--- config.mk ---
export PLATFORM = sky130hd
export DESIGN_NAME = staggered_scrub_address_generator_top
export DESIGN_NICKNAME = d
export VERILOG_FILES = /design/src/rtl/ssag_pkg.sv /design/src/rtl/staggered_scrub_address_generator_top.sv /design/src/rtl/ssag_seq.sv /design/src/rtl/ssag_outq.sv
export SDC_FILE = /design/constraint.sdc
export NUM_CORES = 2
export LEC_CHECK = 0
export CORE_MARGIN = 3
export CORE_UTILIZATION = 25
export CTS_BUF_LIST = sky130_fd_sc_hd__clkbuf_4 sky130_fd_sc_hd__clkbuf_8
export DETAILED_ROUTE_END_ITERATION = 6
export DONT_BUFFER_PORTS = 1
export PLACE_DENSITY_LB_ADDON = 0.1
export SYNTH_ARGS = -nofsm -noshare
export SYNTH_HDL_FRONTEND = slang
export SYNTH_SLANG_ARGS = --single-unit
--- constraint.sdc ---
create_clock -name clk -period 9.6 [get_ports clk]
set_input_delay 0 -clock clk [delete_from_list [all_inputs] [get_ports clk]]
set_output_delay 0 -clock clk [all_outputs]
set_load 0.03 [all_outputs]
--- src/rtl/ssag_pkg.sv ---
package ssag_pkg;

  localparam int ADDR_BITS = 32;
  localparam int POS_W     = ADDR_BITS + 1;
  localparam int CNT_W     = 16;
  localparam int ERR_W     = 32;
  localparam int CFG_W     = 32;
  localparam int CFG_IDX_W = 3;
  localparam int TECH_W    = 2;
  localparam int STATUS_W  = 2;

  localparam logic [CNT_W-1:0] CHUNK_MAX = 16'hFFFF;

  // Output queue geometry.
  localparam int Q_DEPTH = 4;
  localparam int Q_PTR_W = 2;
  localparam int Q_CNT_W = 3;

  localparam int IN_TDATA_W  = 8;
  localparam int OUT_TDATA_W = 88;

  // Configuration register indexes.
  localparam logic [CFG_IDX_W-1:0] CFG_CAPACITY  = 3'd0;
  localparam logic [CFG_IDX_W-1:0] CFG_SEGMENT   = 3'd1;
  localparam logic [CFG_IDX_W-1:0] CFG_REGION    = 3'd2;
  localparam logic [CFG_IDX_W-1:0] CFG_START_LBA = 3'd3;
  localparam logic [CFG_IDX_W-1:0] CFG_TECHNIQUE = 3'd4;

  localparam logic [TECH_W-1:0] TECH_SEQ  = 2'd1;
  localparam logic [TECH_W-1:0] TECH_STAG = 2'd2;
  localparam logic [TECH_W-1:0] TECH_BOTH = 2'd3;

  localparam logic CMD_START = 1'b0;
  localparam logic CMD_DONE  = 1'b1;

  localparam logic [STATUS_W-1:0] ST_GOOD  = 2'd0;
  localparam logic [STATUS_W-1:0] ST_UNSUP = 2'd2;

  localparam logic KIND_CMD    = 1'b0;
  localparam logic KIND_REPORT = 1'b1;

  typedef struct packed {
    logic                 kind;
    logic [ADDR_BITS-1:0] block_addr;
    logic [CNT_W-1:0]     block_count;
    logic                 pass_kind;
    logic                 pass_failed;
    logic [ERR_W-1:0]     error_count;
    logic                 last;
  } res_t;

  // Up to two result words produced by one input word; v1 implies v0.
  typedef struct packed {
    logic v0;
    logic v1;
    res_t r0;
    res_t r1;
  } push_t;

  typedef struct packed {
    logic                 ok;
    logic [ADDR_BITS-1:0] len;
  } seg_t;

  function automatic logic [CNT_W-1:0] chunk_of(input logic [ADDR_BITS-1:0] left);
    logic [CNT_W-1:0] c;
    c = (left > ADDR_BITS'(CHUNK_MAX)) ? CHUNK_MAX : left[CNT_W-1:0];
    return c;
  endfunction

  // A segment starting at pos exists if pos is below capacity; its length
  // is the distance to capacity, clipped to the segment size.
  function automatic seg_t seg_load(input logic [POS_W-1:0]     pos,
                                    input logic [ADDR_BITS-1:0] cap,
                                    input logic [ADDR_BITS-1:0] seg_sz);
    seg_t             s;
    logic [POS_W-1:0] rem;
    rem   = {1'b0, cap} - pos;
    s.ok  = pos < {1'b0, cap};
    s.len = (rem[ADDR_BITS-1:0] > seg_sz) ? seg_sz : rem[ADDR_BITS-1:0];
    return s;
  endfunction

  function automatic res_t make_cmd(input logic [POS_W-1:0]     addr,
                                    input logic [ADDR_BITS-1:0] left,
                                    input logic                 pk);
    res_t r;
    r.kind        = KIND_CMD;
    r.block_addr  = addr[ADDR_BITS-1:0];
    r.block_count = chunk_of(left);
    r.pass_kind   = pk;
    r.pass_failed = 1'b0;
    r.error_count = '0;
    r.last        = 1'b0;
    return r;
  endfunction

  function automatic res_t make_report(input logic             pk,
                                       input logic             failed,
                                       input logic [ERR_W-1:0] errs,
                                       input logic             last);
    res_t r;
    r.kind        = KIND_REPORT;
    r.block_addr  = '0;
    r.block_count = '0;
    r.pass_kind   = pk;
    r.pass_failed = failed;
    r.error_count = errs;
    r.last        = last;
    return r;
  endfunction

endpackage

--- src/rtl/staggered_scrub_address_generator_top.sv ---
// Patrol verify sequencer. A start word (in_tuser low) begins a scrub and a
// completion word (in_tuser high, status in in_tdata) reports the outcome of
// the last issued verify; each accepted word yields the next verify command
// or, at the end of a pass, a pass report, and at a pass boundary in the
// combined technique a report and then the staggered pass's first command or
// report. Starts while busy and completions while idle produce nothing. All
// work for a word is done in the cycle it is accepted, and its results land
// in a four-word output queue, so one word is taken per cycle while the
// queue has room for two results; the sustained rate is one word per cycle
// when each word gives one result and the sink keeps out_tready high, and a
// word that gives two results leaves one more word in the queue. Write the
// configuration registers only while no scrub is in progress.
module staggered_scrub_address_generator_top
  import ssag_pkg::*;
(
  input  logic                   clk,
  input  logic                   rst_n,
  input  logic                   in_tvalid,
  output logic                   in_tready,
  input  logic [IN_TDATA_W-1:0]  in_tdata,   // status[1:0], zero fill
  input  logic                   in_tuser,   // cmd
  output logic                   out_tvalid,
  input  logic                   out_tready,
  output logic [OUT_TDATA_W-1:0] out_tdata,  // block_addr[31:0], block_count[47:32],
                                             // pass_kind[48], pass_failed[49],
                                             // error_count[81:50], zero fill
  output logic                   out_tuser,  // kind
  output logic                   out_tlast,
  input  logic                   cfg_we,
  input  logic [CFG_IDX_W-1:0]   cfg_addr,
  input  logic [CFG_W-1:0]       cfg_wdata
);

  logic [ADDR_BITS-1:0] capacity_r, segment_r, region_r, start_lba_r;
  logic [TECH_W-1:0]    technique_r;
  logic                 step_en;
  push_t                push;
  res_t                 res;

  always_ff @(posedge clk) begin
    if (!rst_n) begin
      capacity_r  <= '0;
      segment_r   <= ADDR_BITS'(4096);
      region_r    <= ADDR_BITS'(262144);
      start_lba_r <= '0;
      technique_r <= TECH_BOTH;
    end else if (cfg_we) begin
      case (cfg_addr)
        CFG_CAPACITY:  capacity_r  <= cfg_wdata[ADDR_BITS-1:0];
        CFG_SEGMENT:   segment_r   <= cfg_wdata[ADDR_BITS-1:0];
        CFG_REGION:    region_r    <= cfg_wdata[ADDR_BITS-1:0];
        CFG_START_LBA: start_lba_r <= cfg_wdata[ADDR_BITS-1:0];
        CFG_TECHNIQUE: technique_r <= cfg_wdata[TECH_W-1:0];
        default: ;
      endcase
    end
  end

  assign step_en = in_tvalid && in_tready;

  ssag_seq u_seq (
    .clk       (clk),
    .rst_n     (rst_n),
    .step_en   (step_en),
    .cmd       (in_tuser),
    .status    (in_tdata[STATUS_W-1:0]),
    .capacity  (capacity_r),
    .segment   (segment_r),
    .region    (region_r),
    .start_lba (start_lba_r),
    .technique (technique_r),
    .push      (push)
  );

  ssag_outq u_outq (
    .clk       (clk),
    .rst_n     (rst_n),
    .push      (push),
    .room      (in_tready),
    .out_valid (out_tvalid),
    .out_ready (out_tready),
    .out_data  (res)
  );

  assign out_tdata = {6'b0, res.error_count, res.pass_failed, res.pass_kind,
                      res.block_count, res.block_addr};
  assign out_tuser = res.kind;
  assign out_tlast = res.last;

endmodule

--- src/rtl/ssag_seq.sv ---
module ssag_seq
  import ssag_pkg::*;
(
  input  logic                 clk,
  input  logic                 rst_n,
  input  logic                 step_en,
  input  logic                 cmd,
  input  logic [STATUS_W-1:0]  status,
  input  logic [ADDR_BITS-1:0] capacity,
  input  logic [ADDR_BITS-1:0] segment,
  input  logic [ADDR_BITS-1:0] region,
  input  logic [ADDR_BITS-1:0] start_lba,
  input  logic [TECH_W-1:0]    technique,
  output push_t                push
);

  logic                 busy_r, busy_nxt;
  logic                 pass_now_r, pass_now_nxt;
  logic [POS_W-1:0]     seg_start_r, seg_start_nxt;
  logic [ADDR_BITS-1:0] seg_left_r, seg_left_nxt;
  logic [POS_W-1:0]     chunk_addr_r, chunk_addr_nxt;
  logic [POS_W-1:0]     stag_off_r, stag_off_nxt;
  logic                 fail_unsup_r, fail_unsup_nxt;
  logic [ERR_W-1:0]     err_cnt_r, err_cnt_nxt;

  logic [ADDR_BITS-1:0] seg_sz, reg_sz;
  logic                 want_seq, want_stag;
  logic [POS_W-1:0]     first_pos, pos_seq_next, pos_reg_next, pos_off_next;
  seg_t                 ld_first, ld_zero, ld_seq, ld_reg, ld_off;
  logic [CNT_W-1:0]     chunk_done;
  logic [ADDR_BITS-1:0] left_after;
  logic [POS_W-1:0]     chunk_after;
  logic [ERR_W-1:0]     err_inc;

  logic                 found, report, failed, more;
  logic [POS_W-1:0]     new_pos;
  logic [ADDR_BITS-1:0] new_len;

  // Zero sizes act as one block.
  assign seg_sz    = (segment == '0) ? ADDR_BITS'(1) : segment;
  assign reg_sz    = (region == '0) ? ADDR_BITS'(1) : region;
  assign want_seq  = (technique != TECH_STAG);
  assign want_stag = (technique != TECH_SEQ);

  // All candidate segment positions are evaluated in parallel.
  assign first_pos    = want_seq ? {1'b0, start_lba} : '0;
  assign pos_seq_next = seg_start_r + {1'b0, seg_sz};
  assign pos_reg_next = seg_start_r + {1'b0, reg_sz};
  assign pos_off_next = stag_off_r + {1'b0, seg_sz};

  assign ld_first = seg_load(first_pos, capacity, seg_sz);
  assign ld_zero  = seg_load('0, capacity, seg_sz);
  assign ld_seq   = seg_load(pos_seq_next, capacity, seg_sz);
  assign ld_reg   = seg_load(pos_reg_next, capacity, seg_sz);
  assign ld_off   = seg_load(pos_off_next, capacity, seg_sz);

  assign chunk_done  = chunk_of(seg_left_r);
  assign left_after  = seg_left_r - ADDR_BITS'(chunk_done);
  assign chunk_after = chunk_addr_r + POS_W'(chunk_done);
  assign err_inc     = (err_cnt_r != '1) ? err_cnt_r + ERR_W'(1) : err_cnt_r;

  always_comb begin
    busy_nxt       = busy_r;
    pass_now_nxt   = pass_now_r;
    seg_start_nxt  = seg_start_r;
    seg_left_nxt   = seg_left_r;
    chunk_addr_nxt = chunk_addr_r;
    stag_off_nxt   = stag_off_r;
    fail_unsup_nxt = fail_unsup_r;
    err_cnt_nxt    = err_cnt_r;
    push           = '0;
    found          = 1'b0;
    report         = 1'b0;
    failed         = 1'b0;
    more           = 1'b0;
    new_pos        = '0;
    new_len        = '0;

    if (step_en) begin
      if (cmd == CMD_START) begin
        if (!busy_r) begin
          busy_nxt     = 1'b1;
          pass_now_nxt = !want_seq;
          err_cnt_nxt  = '0;
          stag_off_nxt = '0;
          found        = ld_first.ok;
          report       = !ld_first.ok;
          new_pos      = first_pos;
          new_len      = ld_first.len;
        end
      end else if (busy_r) begin
        if (status != ST_GOOD) begin
          err_cnt_nxt    = err_inc;
          fail_unsup_nxt = (status == ST_UNSUP);
        end
        seg_left_nxt   = left_after;
        chunk_addr_nxt = chunk_after;
        if (left_after != '0) begin
          push.v0 = 1'b1;
          push.r0 = make_cmd(chunk_after, left_after, pass_now_r);
        end else if (fail_unsup_nxt) begin
          // Unsupported verify: the pass is abandoned at the segment end.
          failed = 1'b1;
          report = 1'b1;
        end else if (!pass_now_r) begin
          found   = ld_seq.ok;
          report  = !ld_seq.ok;
          new_pos = pos_seq_next;
          new_len = ld_seq.len;
        end else if (pos_reg_next < {1'b0, capacity}) begin
          found   = 1'b1;
          new_pos = pos_reg_next;
          new_len = ld_reg.len;
        end else begin
          // Wrapped past the last region: move to the next segment offset.
          stag_off_nxt = pos_off_next;
          if (pos_off_next >= {1'b0, reg_sz}) begin
            report = 1'b1;
          end else begin
            found   = ld_off.ok;
            report  = !ld_off.ok;
            new_pos = pos_off_next;
            new_len = ld_off.len;
          end
        end
      end
    end

    if (found) begin
      seg_start_nxt  = new_pos;
      chunk_addr_nxt = new_pos;
      seg_left_nxt   = new_len;
      fail_unsup_nxt = 1'b0;
      push.v0        = 1'b1;
      push.r0        = make_cmd(new_pos, new_len, pass_now_nxt);
    end

    if (report) begin
      more    = !pass_now_nxt && want_stag;
      push.v0 = 1'b1;
      push.r0 = make_report(pass_now_nxt, failed, err_cnt_nxt, !more);
      if (!more) begin
        busy_nxt = 1'b0;
      end else begin
        // The staggered pass follows directly and starts at block zero.
        pass_now_nxt = 1'b1;
        err_cnt_nxt  = '0;
        stag_off_nxt = '0;
        push.v1      = 1'b1;
        if (ld_zero.ok) begin
          seg_start_nxt  = '0;
          chunk_addr_nxt = '0;
          seg_left_nxt   = ld_zero.len;
          fail_unsup_nxt = 1'b0;
          push.r1        = make_cmd('0, ld_zero.len, 1'b1);
        end else begin
          push.r1  = make_report(1'b1, 1'b0, '0, 1'b1);
          busy_nxt = 1'b0;
        end
      end
    end
  end

  always_ff @(posedge clk) begin
    if (!rst_n) begin
      busy_r       <= 1'b0;
      pass_now_r   <= 1'b0;
      seg_start_r  <= '0;
      seg_left_r   <= '0;
      chunk_addr_r <= '0;
      stag_off_r   <= '0;
      fail_unsup_r <= 1'b0;
      err_cnt_r    <= '0;
    end else begin
      busy_r       <= busy_nxt;
      pass_now_r   <= pass_now_nxt;
      seg_start_r  <= seg_start_nxt;
      seg_left_r   <= seg_left_nxt;
      chunk_addr_r <= chunk_addr_nxt;
      stag_off_r   <= stag_off_nxt;
      fail_unsup_r <= fail_unsup_nxt;
      err_cnt_r    <= err_cnt_nxt;
    end
  end

endmodule

--- src/rtl/ssag_outq.sv ---
module ssag_outq
  import ssag_pkg::*;
(
  input  logic  clk,
  input  logic  rst_n,
  input  push_t push,
  output logic  room,
  output logic  out_valid,
  input  logic  out_ready,
  output res_t  out_data
);

  res_t               q_r [Q_DEPTH];
  logic [Q_PTR_W-1:0] wr_ptr_r, wr_ptr_nxt;
  logic [Q_PTR_W-1:0] rd_ptr_r, rd_ptr_nxt;
  logic [Q_CNT_W-1:0] count_r, count_nxt;
  logic               pop;
  logic [Q_PTR_W-1:0] wr_ptr_1;

  // Room for two words is needed since one input word may yield two.
  assign room      = (count_r <= Q_CNT_W'(Q_DEPTH - 2));
  assign out_valid = (count_r != '0);
  assign out_data  = q_r[rd_ptr_r];
  assign pop       = out_valid && out_ready;
  assign wr_ptr_1  = wr_ptr_r + Q_PTR_W'(1);

  assign wr_ptr_nxt = wr_ptr_r + Q_PTR_W'(push.v0) + Q_PTR_W'(push.v1);
  assign rd_ptr_nxt = rd_ptr_r + Q_PTR_W'(pop);
  assign count_nxt  = count_r + Q_CNT_W'(push.v0) + Q_CNT_W'(push.v1) - Q_CNT_W'(pop);

  always_ff @(posedge clk) begin
    if (push.v0) begin
      q_r[wr_ptr_r] <= push.r0;
    end
    if (push.v1) begin
      q_r[wr_ptr_1] <= push.r1;
    end
  end

  always_ff @(posedge clk) begin
    if (!rst_n) begin
      wr_ptr_r <= '0;
      rd_ptr_r <= '0;
      count_r  <= '0;
    end else begin
      wr_ptr_r <= wr_ptr_nxt;
      rd_ptr_r <= rd_ptr_nxt;
      count_r  <= count_nxt;
    end
  end

endmodule

==> out/metrics.cfg <==
[cells_and_area]
fillerInstances = 22000
num-nets-final = 8140
layoutNonFillerInstCount = 10400
area_growth_syn_to_layout_pct = 31.2
drive_gt1_frac = 0.228

[yosys]
share_of_synthesized_cell_area_in_full_adder_half_adder_and_majority_cells = 0.131
syn-mean-instance-area_sq_um = 7.85
synthesis.area_sq_um = 52000
ys.flop_type = sky130_fd_sc_hd__dfxtp_1
number_of_enable_type_register_cells_in_the_synthesized_netlist = 76
post_synth_and_or_nand_nor_area_fraction = 0.197
synth.ff_latch_count = 638
synth-compound-area-share = 0.257
synth_top_family_by_area = compound AO/OA/AOI/OAI gates
netlist-cell-type-count = 110
synthMuxAreaShare = 0.0490
synth-xor-area-share = 0.0480
synthesis.instances = 6625
synthesis.yosys.warnings = 0
async_set_reset_flop_share_out_of_synthesis = 0
synth_sequential_area_ratio = 0.260

[sta]
setup_viol_count_final = 0
max_clock_freq_ghz = 0.105
slew_viol_final = 2
fin_setup_tns_ns = 0
slew_headroom = -0.0664
final_skew_ns = 0.0602
hold-worst-slack_ns = 0.0992
fin_ws_ns = 0.0971
final.period_utilization = 0.990
final-hold-violation-count = 0
max_slew.worst_pin.slew_ns = 1.58
rsz0062_at_grt = true
fin_crit_ns = 9.50

[global_routing]
globalRouteTotalUtil = 0.253
first_global_vias = 54300
initial_antenna_violation_count = 20
sum_of_overflow_across_all_layers_after_global_routing = 0
grt_first_pass_wirelength_um = 392000
grt_start_max_net_pins = 72

[floorplanning]
die_h_um = 462
core_sq_um = 206000
floorplan.die.width_um = 462
fp.dieArea_sq_um = 214000
start_util = 0.253
pin_count = 141
floorplan.rows = 166

[routing]
post-route-drc-count = 0
vias_per_cell = 5.31
postRouteAntennaNets = 0
detailedRoute.firstPassIterationCount = 6
initialDrtViolationCount = 4673
wl_per_cell_um = 26.6
detailroute.via_count = 55400
route.final.wire_length_um = 278000

[job]
timing.max_cap.violations = 1

[place]
place_worst_setup_slack_ns = -1.15
numPortBuffers = 0
place_inst = 10000
gpl.final_weighted_congestion = 0.972
detailedPlacementHpwl_um = 217000

[worst_setup_path]
critical_path.endpoint_type = flip-flop
worst_path_slowest_cell = sky130_fd_sc_hd__or4_1
worst-path-max-fanout = 6
cp_data_required_time_ns = 10.21
crit_arrival_ns = 10.11
worst_setup_path_start_kind = flip-flop
setup.worst_path.class = reg2reg
slowest_delay_ns = 0.41
cell_mode_on_critical_path = sky130_fd_sc_hd__buf_4

[hold_path]
min_path_type = in2reg

[cts]
cts_max_level = 4
clock_tree.root_cell = sky130_fd_sc_hd__clkbuf_8
clk_pin_slew_ns = 0.06
cts-buffers-inserted = 131
cts.path.max_buffers = 3
numClockSinks = 638
tritoncts_clock_tree = yes
insertion_delay_of_the_later_clocked_pin_in_the_worst_skew_pair_ns = 0.94

[pwr]
largest_vdd_supply_drop_mv = 0.151
power-per-cell-area_nw_per_um2 = 181
total_leakage_power_nw = 28.4

[outcome]
status = complete, but fails checks
violated_checks = capacitance limit, slew limit

## area by class of cell
class | instances | area, sq um | share of cell area
tap | 2772 | 3470 | 0.0508
clock buffer | 192 | 2400 | 0.0352
inverter | 327 | 1240 | 0.0182
multi-input combinational | 5228 | 37000 | 0.543
clock inverter | 37 | 445 | 0.00653
timing repair buffer | 1231 | 10100 | 0.148
sequential | 638 | 13600 | 0.199
antenna | 5 | 12.5 | 0.000183
## Yosys cell counts (all sizes together), types with 69 or more instances
library cell | instances | area (sq um)
a21oi | 555 | 2780
nand3 | 260 | 1320
and3 | 86 | 563
o22ai | 70 | 438
clkbuf | 344 | 1290
nand2b | 69 | 432
xnor2 | 162 | 1420
mux4 | 84 | 1890
nor3 | 97 | 495
xor2 | 108 | 946
dfxtp | 562 | 11300
o21ai | 498 | 2500
a211oi | 88 | 666
inv | 326 | 1220
nor2 | 508 | 1930
edfxtp | 76 | 2280
o21a | 75 | 563
ha | 525 | 6570
nand2 | 790 | 2970
buf | 93 | 453
a21o | 155 | 1160
nand4 | 76 | 482
## power by group
| part | internal (mW) | leakage, nW | switching [mW] | total, mW |
|---|---|---|---|---|
| Sequential | 2.81 | 5.22 | 0.183 | 3.00 |
| Clock | 1.75 | 1.51 | 1.45 | 3.20 |
| Combinational | 2.41 | 21.7 | 3.77 | 6.18 |
## flip-flops by register name, indices dropped and copies added, names as in the netlist, 32 cells and up
name	count
region_r	32
u_outq.q_r	336
u_seq.chunk_addr_r	32
u_seq.seg_start_r	33
capacity_r	32
u_seq.err_cnt_r	32
u_seq.seg_left_r	32
segment_r	32
u_seq.stag_off_r	33
start_lba_r	32
## critical path, delay by kind of cell (launching register included)
| kind | cells | cell delay (ns) |
|---|---|---|
| buffers and inverters | 9 | 1.24 |
| multiplexers | 1 | 0.22 |
| XOR/XNOR | 2 | 0.28 |
| flip-flops | 1 | 0.35 |
| AND/OR/NAND/NOR | 13 | 2.37 |
| AO/OA/AOI/OAI | 19 | 3.40 |
| adder cells (fa/ha/maj) | 5 | 1.25 |
## per-stage QoR
step                      cell area [sq um]   util  total power, mW
final                                 68200  0.332             12.4
after global routing                  68200  0.331             13.0
after CTS                             67400  0.328             12.3
after detailed placement              62100  0.302             8.77
after global placement                62100  0.302             8.78
after floorplan                       52000      -             6.27
## cell usage in the layout, fill, tap and decap left out, drive strengths merged, types with 22 or more instances in the layout
cell type	instances
buf	1104
nand2	790
dfxtp	562
a21oi	555
ha	525
nor2	508
o21ai	498
inv	338
nand3	260
clkbuf	192
xnor2	162
a21o	155
dlygate4sd3	127
xor2	108
nor3	97
a211oi	88
and3	86
mux4	84
edfxtp	76
nand4	76
o21a	75
o22ai	70
nand2b	69
a22oi	68
o211ai	62
a22o	59
mux2i	55
nor4	54
or2	52
a31oi	52
nor2b	50
and2	44
o221ai	37
o32ai	35
o21bai	32
o31ai	29
or3	23
o31a	22
clkinv	22
## final timing paths
kind,startpoint,to,slack (ns),cells after the start
worst max register to register,segment_r[28],u_outq.q_r[0][37],0.1,49
worst max-delay path,segment_r[28],u_outq.q_r[0][37],0.1,49
worst min-delay path,in_tuser,u_outq.wr_ptr_r[0],0.1,5
worst min register to register,u_outq.q_r[2][75],u_outq.q_r[2][75],0.45,2
## per-layer routing
layer | up-vias | track usage | wire length, um
met1 | 27300 | 0.349 | 128000
met4 | 2 | 0.0879 | 10300
li1 | 26000 | - | -
met3 | 351 | 0.0333 | 15600
met5 | - | 0 | 13
met2 | 1734 | 0.402 | 123000
## what timing repair did
item | CTS | global route
gates resized for setup | 166 | 116
hold buffers | 128 | 0
setup endpoints to repair | 91 | 80
pin swaps | 102 | 121
buffers inserted | 44 | 31
endpoints found under the hold margin | 372 | 0
gates cloned | 2 | 0
## logic make-up (layout without fill, tap and decap cells)
group,after synthesis,after routing
AO/OA/AOI/OAI,2070,2070
XOR/XNOR,276,276
adder cells (fa/ha/maj),543,543
buffers and inverters,764,1787
flip-flops,638,638
multiplexers,148,148
other,1,11
AND/OR/NAND/NOR,2185,2185
No activity file was read; power rests on OpenSTA's default activity.
